File: config.mk
export PLATFORM = sky130hd
export DESIGN_NAME = multi_pin_debouncer
export DESIGN_NICKNAME = d
export VERILOG_FILES = /design/src/sv/mpd_pkg.sv /design/src/sv/mpd_pin_bank.sv /design/src/sv/mpd_event_out.sv /design/src/sv/multi_pin_debouncer.sv
export SDC_FILE = /design/constraint.sdc
export NUM_CORES = 1
export LEC_CHECK = 0
export BUFFER_PORTS_ARGS = -buffer_cell sky130_fd_sc_hd__buf_4
export CAP_MARGIN = 30
export CORE_ASPECT_RATIO = 0.6
export CORE_MARGIN = 10
export CORE_UTILIZATION = 55
export DETAILED_ROUTE_END_ITERATION = 8
export PLACE_DENSITY = 0.77
export SYNTH_ARGS = -nofsm -noshare
export SYNTH_HDL_FRONTEND = slang
export SYNTH_HIERARCHICAL = 1
export SYNTH_SLANG_ARGS = --single-unit
export TNS_END_PERCENT = 10
File: constraint.sdc
create_clock -name clk -period 3.8 [get_ports clk]
set_input_delay 0.57 -clock clk [delete_from_list [all_inputs] [get_ports clk]]
set_output_delay 0.57 -clock clk [all_outputs]
set_load 0.1 [all_outputs]
File: src/sv/mpd_pkg.sv
// ----------------------------------------------------------------------------
// mpd_pkg
// Shared types and constants of the multi-pin debouncer: pin count, phase
// encoding, register indexes and the event bundle passed between stages.
// ----------------------------------------------------------------------------
package mpd_pkg;

	// pin count and derived widths
	localparam int NUM_PINS   = 5;
	localparam int PIN_IDX_W  = 3;
	localparam int TICKS_W    = 8;
	localparam int CFG_IDX_W  = 2;
	localparam int CFG_DATA_W = 8;

	// reset values of the registers
	localparam logic [TICKS_W-1:0]  TICKS_RESET  = 8'd10;
	localparam logic [NUM_PINS-1:0] ENABLE_RESET = 5'd31;

	// register indexes
	localparam logic [CFG_IDX_W-1:0] CFG_TICKS  = 2'd0;
	localparam logic [CFG_IDX_W-1:0] CFG_ENABLE = 2'd1;

	// per-pin phase
	typedef enum logic [1:0] {
		PH_LOW  = 2'd0,
		PH_RISE = 2'd1,
		PH_HIGH = 2'd2,
		PH_FALL = 2'd3
	} phase_t;

	// change events caused by one accepted sample
	typedef struct packed {
		logic [NUM_PINS-1:0] mask;  // pins that emit an event
		logic [NUM_PINS-1:0] lvl;   // committed level of each emitting pin
		logic [NUM_PINS-1:0] filt;  // reported levels after the whole sample
	} ev_t;

endpackage

File: src/sv/mpd_pin_bank.sv
// ----------------------------------------------------------------------------
// mpd_pin_bank
// Per-pin debounce state machines and countdowns, plus the configuration
// registers. Updates every pin in the cycle a sample is taken and reports
// the resulting change events.
// ----------------------------------------------------------------------------
module mpd_pin_bank (
	input  logic                           clk,
	input  logic                           arst_n,
	input  logic                           cfg_we,
	input  logic [mpd_pkg::CFG_IDX_W-1:0]  cfg_index,
	input  logic [mpd_pkg::CFG_DATA_W-1:0] cfg_data,
	input  logic                           sample_we,
	input  logic [mpd_pkg::NUM_PINS-1:0]   pin_levels,
	input  logic                           tick,
	output mpd_pkg::ev_t                   ev
);

	logic [mpd_pkg::TICKS_W-1:0]  ticks_q;
	logic [mpd_pkg::NUM_PINS-1:0] enable_q;
	logic                         started_q;
	mpd_pkg::phase_t              phase_q [mpd_pkg::NUM_PINS];
	logic [mpd_pkg::TICKS_W-1:0]  count_q [mpd_pkg::NUM_PINS];

	mpd_pkg::phase_t              phase_d [mpd_pkg::NUM_PINS];
	logic [mpd_pkg::TICKS_W-1:0]  count_d [mpd_pkg::NUM_PINS];
	logic [mpd_pkg::TICKS_W-1:0]  start_cnt;

	// a tick count of zero behaves as one
	assign start_cnt = (ticks_q == '0) ? mpd_pkg::TICKS_W'(1) : ticks_q;

	// next phase, countdown and event of every pin for the sample at the input
	always_comb begin
		mpd_pkg::phase_t             ph;
		logic [mpd_pkg::TICKS_W-1:0] cnt;
		logic                        emit;
		logic                        elvl;
		logic                        pv;
		ev.mask = '0;
		ev.lvl  = '0;
		ev.filt = '0;
		for (int i = 0; i < mpd_pkg::NUM_PINS; i++) begin
			pv   = pin_levels[i];
			ph   = phase_q[i];
			cnt  = count_q[i];
			emit = 1'b0;
			elvl = 1'b0;
			if (!started_q) begin
				ph  = pv ? mpd_pkg::PH_HIGH : mpd_pkg::PH_LOW;
				cnt = '0;
			end else begin
				// tick first, on countdowns already running
				if (tick && cnt != '0) begin
					cnt = cnt - mpd_pkg::TICKS_W'(1);
					if (cnt == '0) begin
						if (ph == mpd_pkg::PH_RISE) begin
							ph   = mpd_pkg::PH_HIGH;
							emit = 1'b1;
							elvl = 1'b1;
						end else if (ph == mpd_pkg::PH_FALL) begin
							ph   = mpd_pkg::PH_LOW;
							emit = 1'b1;
							elvl = 1'b0;
						end
					end
				end
				// then the sample
				if (enable_q[i]) begin
					if (ph == mpd_pkg::PH_LOW && pv) begin
						ph  = mpd_pkg::PH_RISE;
						cnt = start_cnt;
					end else if (ph == mpd_pkg::PH_RISE && !pv) begin
						ph  = mpd_pkg::PH_LOW;
						cnt = '0;
					end else if (ph == mpd_pkg::PH_HIGH && !pv) begin
						ph  = mpd_pkg::PH_FALL;
						cnt = start_cnt;
					end else if (ph == mpd_pkg::PH_FALL && pv) begin
						ph  = mpd_pkg::PH_HIGH;
						cnt = '0;
					end
				end else if (!emit) begin
					if (ph == mpd_pkg::PH_LOW && pv) begin
						ph   = mpd_pkg::PH_HIGH;
						emit = 1'b1;
						elvl = 1'b1;
					end else if (ph == mpd_pkg::PH_HIGH && !pv) begin
						ph   = mpd_pkg::PH_LOW;
						emit = 1'b1;
						elvl = 1'b0;
					end
				end
			end
			phase_d[i]  = ph;
			count_d[i]  = cnt;
			ev.mask[i]  = emit;
			ev.lvl[i]   = elvl;
			ev.filt[i]  = (ph == mpd_pkg::PH_HIGH) || (ph == mpd_pkg::PH_FALL);
		end
	end

	// configuration registers
	always_ff @(posedge clk or negedge arst_n) begin
		if (!arst_n) begin
			ticks_q  <= mpd_pkg::TICKS_RESET;
			enable_q <= mpd_pkg::ENABLE_RESET;
		end else if (cfg_we) begin
			unique case (cfg_index)
				mpd_pkg::CFG_TICKS:  ticks_q  <= cfg_data[mpd_pkg::TICKS_W-1:0];
				mpd_pkg::CFG_ENABLE: enable_q <= cfg_data[mpd_pkg::NUM_PINS-1:0];
				default: ;
			endcase
		end
	end

	// first-sample flag
	always_ff @(posedge clk or negedge arst_n) begin
		if (!arst_n) begin
			started_q <= 1'b0;
		end else if (sample_we && !cfg_we) begin
			started_q <= 1'b1;
		end
	end

	// pin state; writing the enable mask settles pending pins
	always_ff @(posedge clk or negedge arst_n) begin
		if (!arst_n) begin
			for (int i = 0; i < mpd_pkg::NUM_PINS; i++) begin
				phase_q[i] <= mpd_pkg::PH_LOW;
				count_q[i] <= '0;
			end
		end else if (cfg_we) begin
			if (cfg_index == mpd_pkg::CFG_ENABLE) begin
				for (int i = 0; i < mpd_pkg::NUM_PINS; i++) begin
					count_q[i] <= '0;
					if (phase_q[i] == mpd_pkg::PH_RISE) begin
						phase_q[i] <= mpd_pkg::PH_HIGH;
					end else if (phase_q[i] == mpd_pkg::PH_FALL) begin
						phase_q[i] <= mpd_pkg::PH_LOW;
					end
				end
			end
		end else if (sample_we) begin
			for (int i = 0; i < mpd_pkg::NUM_PINS; i++) begin
				phase_q[i] <= phase_d[i];
				count_q[i] <= count_d[i];
			end
		end
	end

endmodule

File: src/sv/mpd_event_out.sv
// ----------------------------------------------------------------------------
// mpd_event_out
// Holds the events of one sample and hands them out one beat per cycle while
// the receiver is ready, lowest pin first, through a registered output stage.
// ----------------------------------------------------------------------------
module mpd_event_out (
	input  logic                                clk,
	input  logic                                arst_n,
	input  logic                                load,
	input  mpd_pkg::ev_t                        ev_in,
	output logic                                load_ok,
	output logic                                out_valid,
	input  logic                                out_ready,
	output logic [mpd_pkg::PIN_IDX_W-1:0]       pin_index,
	output logic                                new_level,
	output logic [mpd_pkg::NUM_PINS-1:0]        filtered_levels,
	output logic                                last
);

	logic [mpd_pkg::NUM_PINS-1:0]  pend_mask_q;
	logic [mpd_pkg::NUM_PINS-1:0]  pend_lvl_q;
	logic [mpd_pkg::NUM_PINS-1:0]  pend_filt_q;
	logic                          out_valid_q;
	logic [mpd_pkg::PIN_IDX_W-1:0] out_pin_q;
	logic                          out_lvl_q;
	logic [mpd_pkg::NUM_PINS-1:0]  out_filt_q;
	logic                          out_last_q;

	logic                          adv;
	logic [mpd_pkg::PIN_IDX_W-1:0] sel;
	logic [mpd_pkg::NUM_PINS-1:0]  sel_oh;
	logic [mpd_pkg::NUM_PINS-1:0]  rest;
	logic [mpd_pkg::NUM_PINS-1:0]  pend_after;

	// output register free to take the next beat
	assign adv = !out_valid_q || out_ready;

	// lowest pending pin
	always_comb begin
		sel    = '0;
		sel_oh = '0;
		for (int i = mpd_pkg::NUM_PINS - 1; i >= 0; i--) begin
			if (pend_mask_q[i]) begin
				sel    = mpd_pkg::PIN_IDX_W'(i);
				sel_oh = mpd_pkg::NUM_PINS'(1) << i;
			end
		end
	end

	assign rest       = pend_mask_q & ~sel_oh;
	assign pend_after = adv ? rest : pend_mask_q;
	assign load_ok    = (pend_after == '0);

	// pending events
	always_ff @(posedge clk or negedge arst_n) begin
		if (!arst_n) begin
			pend_mask_q <= '0;
		end else if (load) begin
			pend_mask_q <= ev_in.mask;
		end else begin
			pend_mask_q <= pend_after;
		end
	end

	always_ff @(posedge clk) begin
		if (load) begin
			pend_lvl_q  <= ev_in.lvl;
			pend_filt_q <= ev_in.filt;
		end
	end

	// output register
	always_ff @(posedge clk or negedge arst_n) begin
		if (!arst_n) begin
			out_valid_q <= 1'b0;
		end else if (adv) begin
			out_valid_q <= (pend_mask_q != '0);
		end
	end

	always_ff @(posedge clk) begin
		if (adv && pend_mask_q != '0) begin
			out_pin_q  <= sel;
			out_lvl_q  <= pend_lvl_q[sel];
			out_filt_q <= pend_filt_q;
			out_last_q <= (rest == '0);
		end
	end

	assign out_valid       = out_valid_q;
	assign pin_index       = out_pin_q;
	assign new_level       = out_lvl_q;
	assign filtered_levels = out_filt_q;
	assign last            = out_last_q;

endmodule

File: src/sv/multi_pin_debouncer.sv
// ----------------------------------------------------------------------------
// multi_pin_debouncer
// Debounces five switch pins sampled together and reports committed changes.
// ----------------------------------------------------------------------------
// Input channel (in_valid/in_ready): one beat carries pin_levels and tick.
// The first beat after reset only loads each pin from its level.
// Output channel (out_valid/out_ready): one beat per committed change, lowest
// pin first, with filtered_levels after the whole sample and last on the
// final event of that sample.
// Config channel (cfg_valid/cfg_ready, always ready): index 0 sets the tick
// count, index 1 the enable mask; writing the mask settles pending pins.
// A sample is refused in any cycle in which a register write is offered.
// Events of a sample pass through the pending-event register, then the output register.
// Throughput: a sample is taken every cycle while no events are queued; a
// sample with events holds the input until its last event moves into the
// single output register, one event per cycle while the receiver is ready.
// Reset: all pins stable low, no countdowns, tick count 10, all enabled.
// When the receiver stalls, the output beat holds and queued events wait;
// the input is refused until the queue can drain into the output register.
// ----------------------------------------------------------------------------
module multi_pin_debouncer (
	input  logic                                clk,
	input  logic                                arst_n,
	input  logic                                cfg_valid,
	output logic                                cfg_ready,
	input  logic [mpd_pkg::CFG_IDX_W-1:0]       cfg_index,
	input  logic [mpd_pkg::CFG_DATA_W-1:0]      cfg_data,
	input  logic                                in_valid,
	output logic                                in_ready,
	input  logic [mpd_pkg::NUM_PINS-1:0]        pin_levels,
	input  logic                                tick,
	output logic                                out_valid,
	input  logic                                out_ready,
	output logic [mpd_pkg::PIN_IDX_W-1:0]       pin_index,
	output logic                                new_level,
	output logic [mpd_pkg::NUM_PINS-1:0]        filtered_levels,
	output logic                                last
);

	mpd_pkg::ev_t ev;
	logic         cfg_we;
	logic         sample_we;
	logic         load_ok;

	// handshakes; a register write takes the cycle, samples wait
	assign cfg_ready = 1'b1;
	assign cfg_we    = cfg_valid && cfg_ready;
	assign in_ready  = load_ok && !cfg_valid;
	assign sample_we = in_valid && in_ready;

	mpd_pin_bank u_bank (
		.clk        (clk),
		.arst_n     (arst_n),
		.cfg_we     (cfg_we),
		.cfg_index  (cfg_index),
		.cfg_data   (cfg_data),
		.sample_we  (sample_we),
		.pin_levels (pin_levels),
		.tick       (tick),
		.ev         (ev)
	);

	mpd_event_out u_out (
		.clk             (clk),
		.arst_n          (arst_n),
		.load            (sample_we && !cfg_we),
		.ev_in           (ev),
		.load_ok         (load_ok),
		.out_valid       (out_valid),
		.out_ready       (out_ready),
		.pin_index       (pin_index),
		.new_level       (new_level),
		.filtered_levels (filtered_levels),
		.last            (last)
	);

endmodule
==> results by group <==
CTS
  – Post-CTS setup repair buffer count: 0
  – Clk_lat worst skew: 0.34 ns
  – Hold bufs inserted after CTS: 0
  – Htree depth: 3
  – Clock net sink count: 90
  – # resized after CTS: 0
  – TritonCTS clock tree: done
  – Clock transition at the registers of the reported paths: 0.06 ns
  – Maximum buffer depth of the clock tree: 2
  – TritonCTS Buffers: 9
  – Clock root buffer master: clkbuf_16

Place
  – Buffers on Ports: 32
  – Sum of net half-perimeters after detailed placement: 12200 um
  – GP Congestion: 0.953

Critical path
  – Required time of the worst setup path: 4.05 ns
  – Max Fanout on Critical Path: 11
  – Cell with the largest stage delay on the worst path: dfrtp_1
  – Worst setup path start: u_out/pend_mask_q[0]
  – Setup CP Type: flop to flop
  – Worst reg2reg startpoint: u_out/pend_mask_q[0]
  – Buffer and inverter count on the worst path: 1
  – Worst reg2reg endpoint: u_bank/count_q[27]
  – Sort of element at the end of the critical path: flop
  – Crit path cell chain: nor2_2 -> a21boi_1 -> o21ai_1 -> nand2_1 -> and3b_2 -> nor2b_1 -> nand2_1 -> nor3_1 -> buf_4 -> a21bo_2 -> o211ai_1
  – Most numerous cell on the critical path: nand2_1
  – Arrival time at the worst endpoint: 3.45 ns
  – Number of stages on the worst setup path: 11
  – Top Family by Delay on Critical Path: simple AND/OR/NAND/NOR gates
  – End of the critical path: u_bank/count_q[27]
  – Register-to-Register Setup Slack: 0.61 ns
  – Worst reg-to-reg path cell count: 11
  – CP Launch Type: flop
  – Crit-path max cell delay: 0.52 ns

Power
  – Power Density: 814 nW/um2
  – Leakage component of the power: 2.83 nW
  – Total chip power: 5.61 mW
  – Maximum vdd ir drop: 0.000310 V

STA
  – Worst-Margin Slew: 1.00 ns
  – Number of pins with negative max-slew slack in the final report: 0
  – Achievable clock frequency: 0.313 GHz
  – Final period utilization: 84.1%
  – Hold Violations, Final: 0
  – Relative slew slack: 32.9%
  – Worst-case clock skew: 0.00420 ns
  – RSZ-0062 raised after global routing: no
  – Sum of negative setup slack: 0 ns
  – Shortest period the worst path allows: 3.19 ns
  – Final setup violation count: 0

Layout
  – Area occupied by multi-input gates: 3610 um2
  – Final core utilization: 61.2%
  – Area taken by flip-flops and latches: 2360 um2
  – Net total in the final layout: 760
  – Layout-stage area growth over the synthesis result: 9.03%
  – Number of fillers in the final layout: 941
  – Most common cell after layout, fill and taps aside: nand2_1
  – Layout cells sized above 1: 15.6%
  – Antenna diode count: 0
  – Highest-count cells in the layout ignoring fill and taps: 72 x nand2_1, 63 x dfrtp_1, 47 x nor2_1

Logic synthesis
  – Count of flip-flops with a built-in enable after synthesis: 20
  – Yosys Warn Count: 6
  – Fraction of the yosys area taken by sequential cells: 37.4%
  – Number of flip-flops and latches in the synthesized netlist: 90
  – Count of unique library cells instantiated by Yosys: 86
  – Leading register cell type out of synthesis: dfrtp_1
  – Gate Count Post-Synth: 706
  – Mean cell area of the mapped netlist: 8.95 um2
  – Syn Std Cell Area: 6320 um2
  – Net count after synthesis: 747
  – Synth async-reset ratio: 77.8%

Min path
  – Classification of the worst-slack hold path: input pin to asynchronous set/reset pin

Floorplanning
  – Vertical extent of the die: 103 um
  – Floorplan die width: 158 um
  – Num rows: 30
  – Floorplan core area: 11300 um2
  – I/O pin count: 34
  – Die area: 16300 um2
  – Starting density of the core: 56.1%

Detailed routing
  – Via-per-instance ratio: 6.49
  – DR vias: 5629
  – Number of optimization iterations in the first detailed-route pass: 5
  – Post-route ant nets: 0
  – Average routed wire per standard cell: 19.5 um
  – Initial DRC count: 587
  – Total routed wirelength: 17000 um
  – Number of design rule violations left after detail routing: 0

Job
  – Max-cap violations: 0

Global routing
  – Maximum number of pins on one net before global-route repair: 71
  – Overall overflow remaining after global route: 0
  – Met3 usage in global routing: 5.88%
  – Antenna violations before repair: 0
  – Met2 Track Usage GR: 30.1%
  – Most crowded layer after global routing: met1
  – Via count of the first global-routing pass: 5265
  – Routing usage on met1: 30.7%
  – Wire length of the first global-routing pass: 27500 um
  – All-Layer GR Usage: 21.2%

Outcome
  – Result of the run: completed
[final cells by class]
| cell class | count | share of cell area, % |
|---|---|---|
| Timing Repair Buffer | 39 | 4.54 |
| Multi-Input combinational cell | 539 | 52.4 |
| Inverter | 40 | 2.18 |
| Clock inverter | 3 | 0.218 |
| Tap cell | 144 | 2.61 |
| Sequential cell | 90 | 34.3 |
| Clock buffer | 13 | 3.78 |
[registers in the layout, summed over array words and instances, names as in the netlist]
signal / count
u_out/filtered_levels: 5
u_out/last: 1
u_bank/enable_q: 5
u_bank/started_q: 1
u_out/pend_filt_q: 5
u_out/pend_mask_q: 5
u_out/out_valid: 1
u_bank/phase_q: 10
u_bank/count_q: 40
u_bank/ticks_q: 8
u_out/new_level: 1
u_out/pend_lvl_q: 5
u_out/pin_index: 3
[worst register-to-register path, delay by kind of cell, from the launching register on]
family,cells,cell delay [ns]
AO/OA/AOI/OAI,4,0.60
flip-flops,1,0.52
buffers and inverters,1,0.22
AND/OR/NAND/NOR,6,1.76
[cells in the mapped netlist (all sizes together), types with 8 or more instances]
cell type   n  area share, %
nor3b      11            1.3
o21a        8           0.95
xnor2      25            3.5
dfrtp      63             25
and2       12            1.2
inv        40            2.4
nor4        9           0.99
a31oi      10           0.99
mux2i      11            1.7
edfxtp     20            9.5
nand2      74            4.5
o21ai      46            3.6
a21oi      26            2.1
nor2b      10           0.99
nor3       25            2.7
nand2b     11            1.1
ha         20            4.0
a21o        8           0.95
buf        10            1.2
o22ai      10           0.99
nand3      24            2.0
clkbuf     26            1.8
nor2       49            3.0
o221ai     13            1.8
mux2       20            3.6
o211ai     10            1.2
[where the power goes]
part | internal [mW] | leakage, nW | switching, mW
Sequential | 1.35 | 1.08 | 0.460
Clock | 0.476 | 0.139 | 0.362
Combinational | 1.10 | 1.61 | 1.86
[stage by stage]
step / cells / cell area [um2] / hold WS, ns / worst slack [ns]
after floorplan: 706 / 6320 / 0.274 / 0.629
after global placement: 851 / 6590 / 0.404 / 0.812
after detailed placement: 851 / 6590 / 0.408 / 0.701
after CTS: 867 / 6860 / 0.413 / 0.719
after global routing: 868 / 6890 / 0.269 / 0.407
final: 868 / 6890 / 0.222 / 0.605
[worst min path at each step]
stage | from | endpoint | slack [ns]
2_1_floorplan | arst_n | u_bank/count_q[0] | 0.27
3_3_place_gp | u_out/pend_filt_q[4] | u_out/filtered_levels[4] | 0.40
3_5_place_dp | u_out/pend_filt_q[4] | u_out/filtered_levels[4] | 0.41
4_1_cts | arst_n | u_bank/phase_q[9] | 0.41
5_1_grt | arst_n | u_out/pend_mask_q[4] | 0.27
6_report | arst_n | u_out/pend_mask_q[4] | 0.22
[kinds of logic after synthesis]
family	count (synthesis)	share of synthesized area (%)
AOI/OAI and AO/OA	191	21.0
xor gates and xnor gates	32	4.43
DFF	90	37.4
buffers and inverters	77	5.50
other	1	0.0593
adders and majority gates	20	3.96
and+or+nand+nor	264	22.4
muxes	31	5.37
[layer usage]
| layer | up-vias | share of wire [%] | wire length, um |
|---|---|---|---|
| met5 | - | 0 | 0 |
| met4 | 0 | 1.4 | 237 |
| met3 | 26 | 11 | 1840 |
| met2 | 284 | 42 | 7210 |
| met1 | 2704 | 45 | 7680 |
| li1 | 2615 | - | - |
No activity file was read; power rests on OpenSTA's default activity.
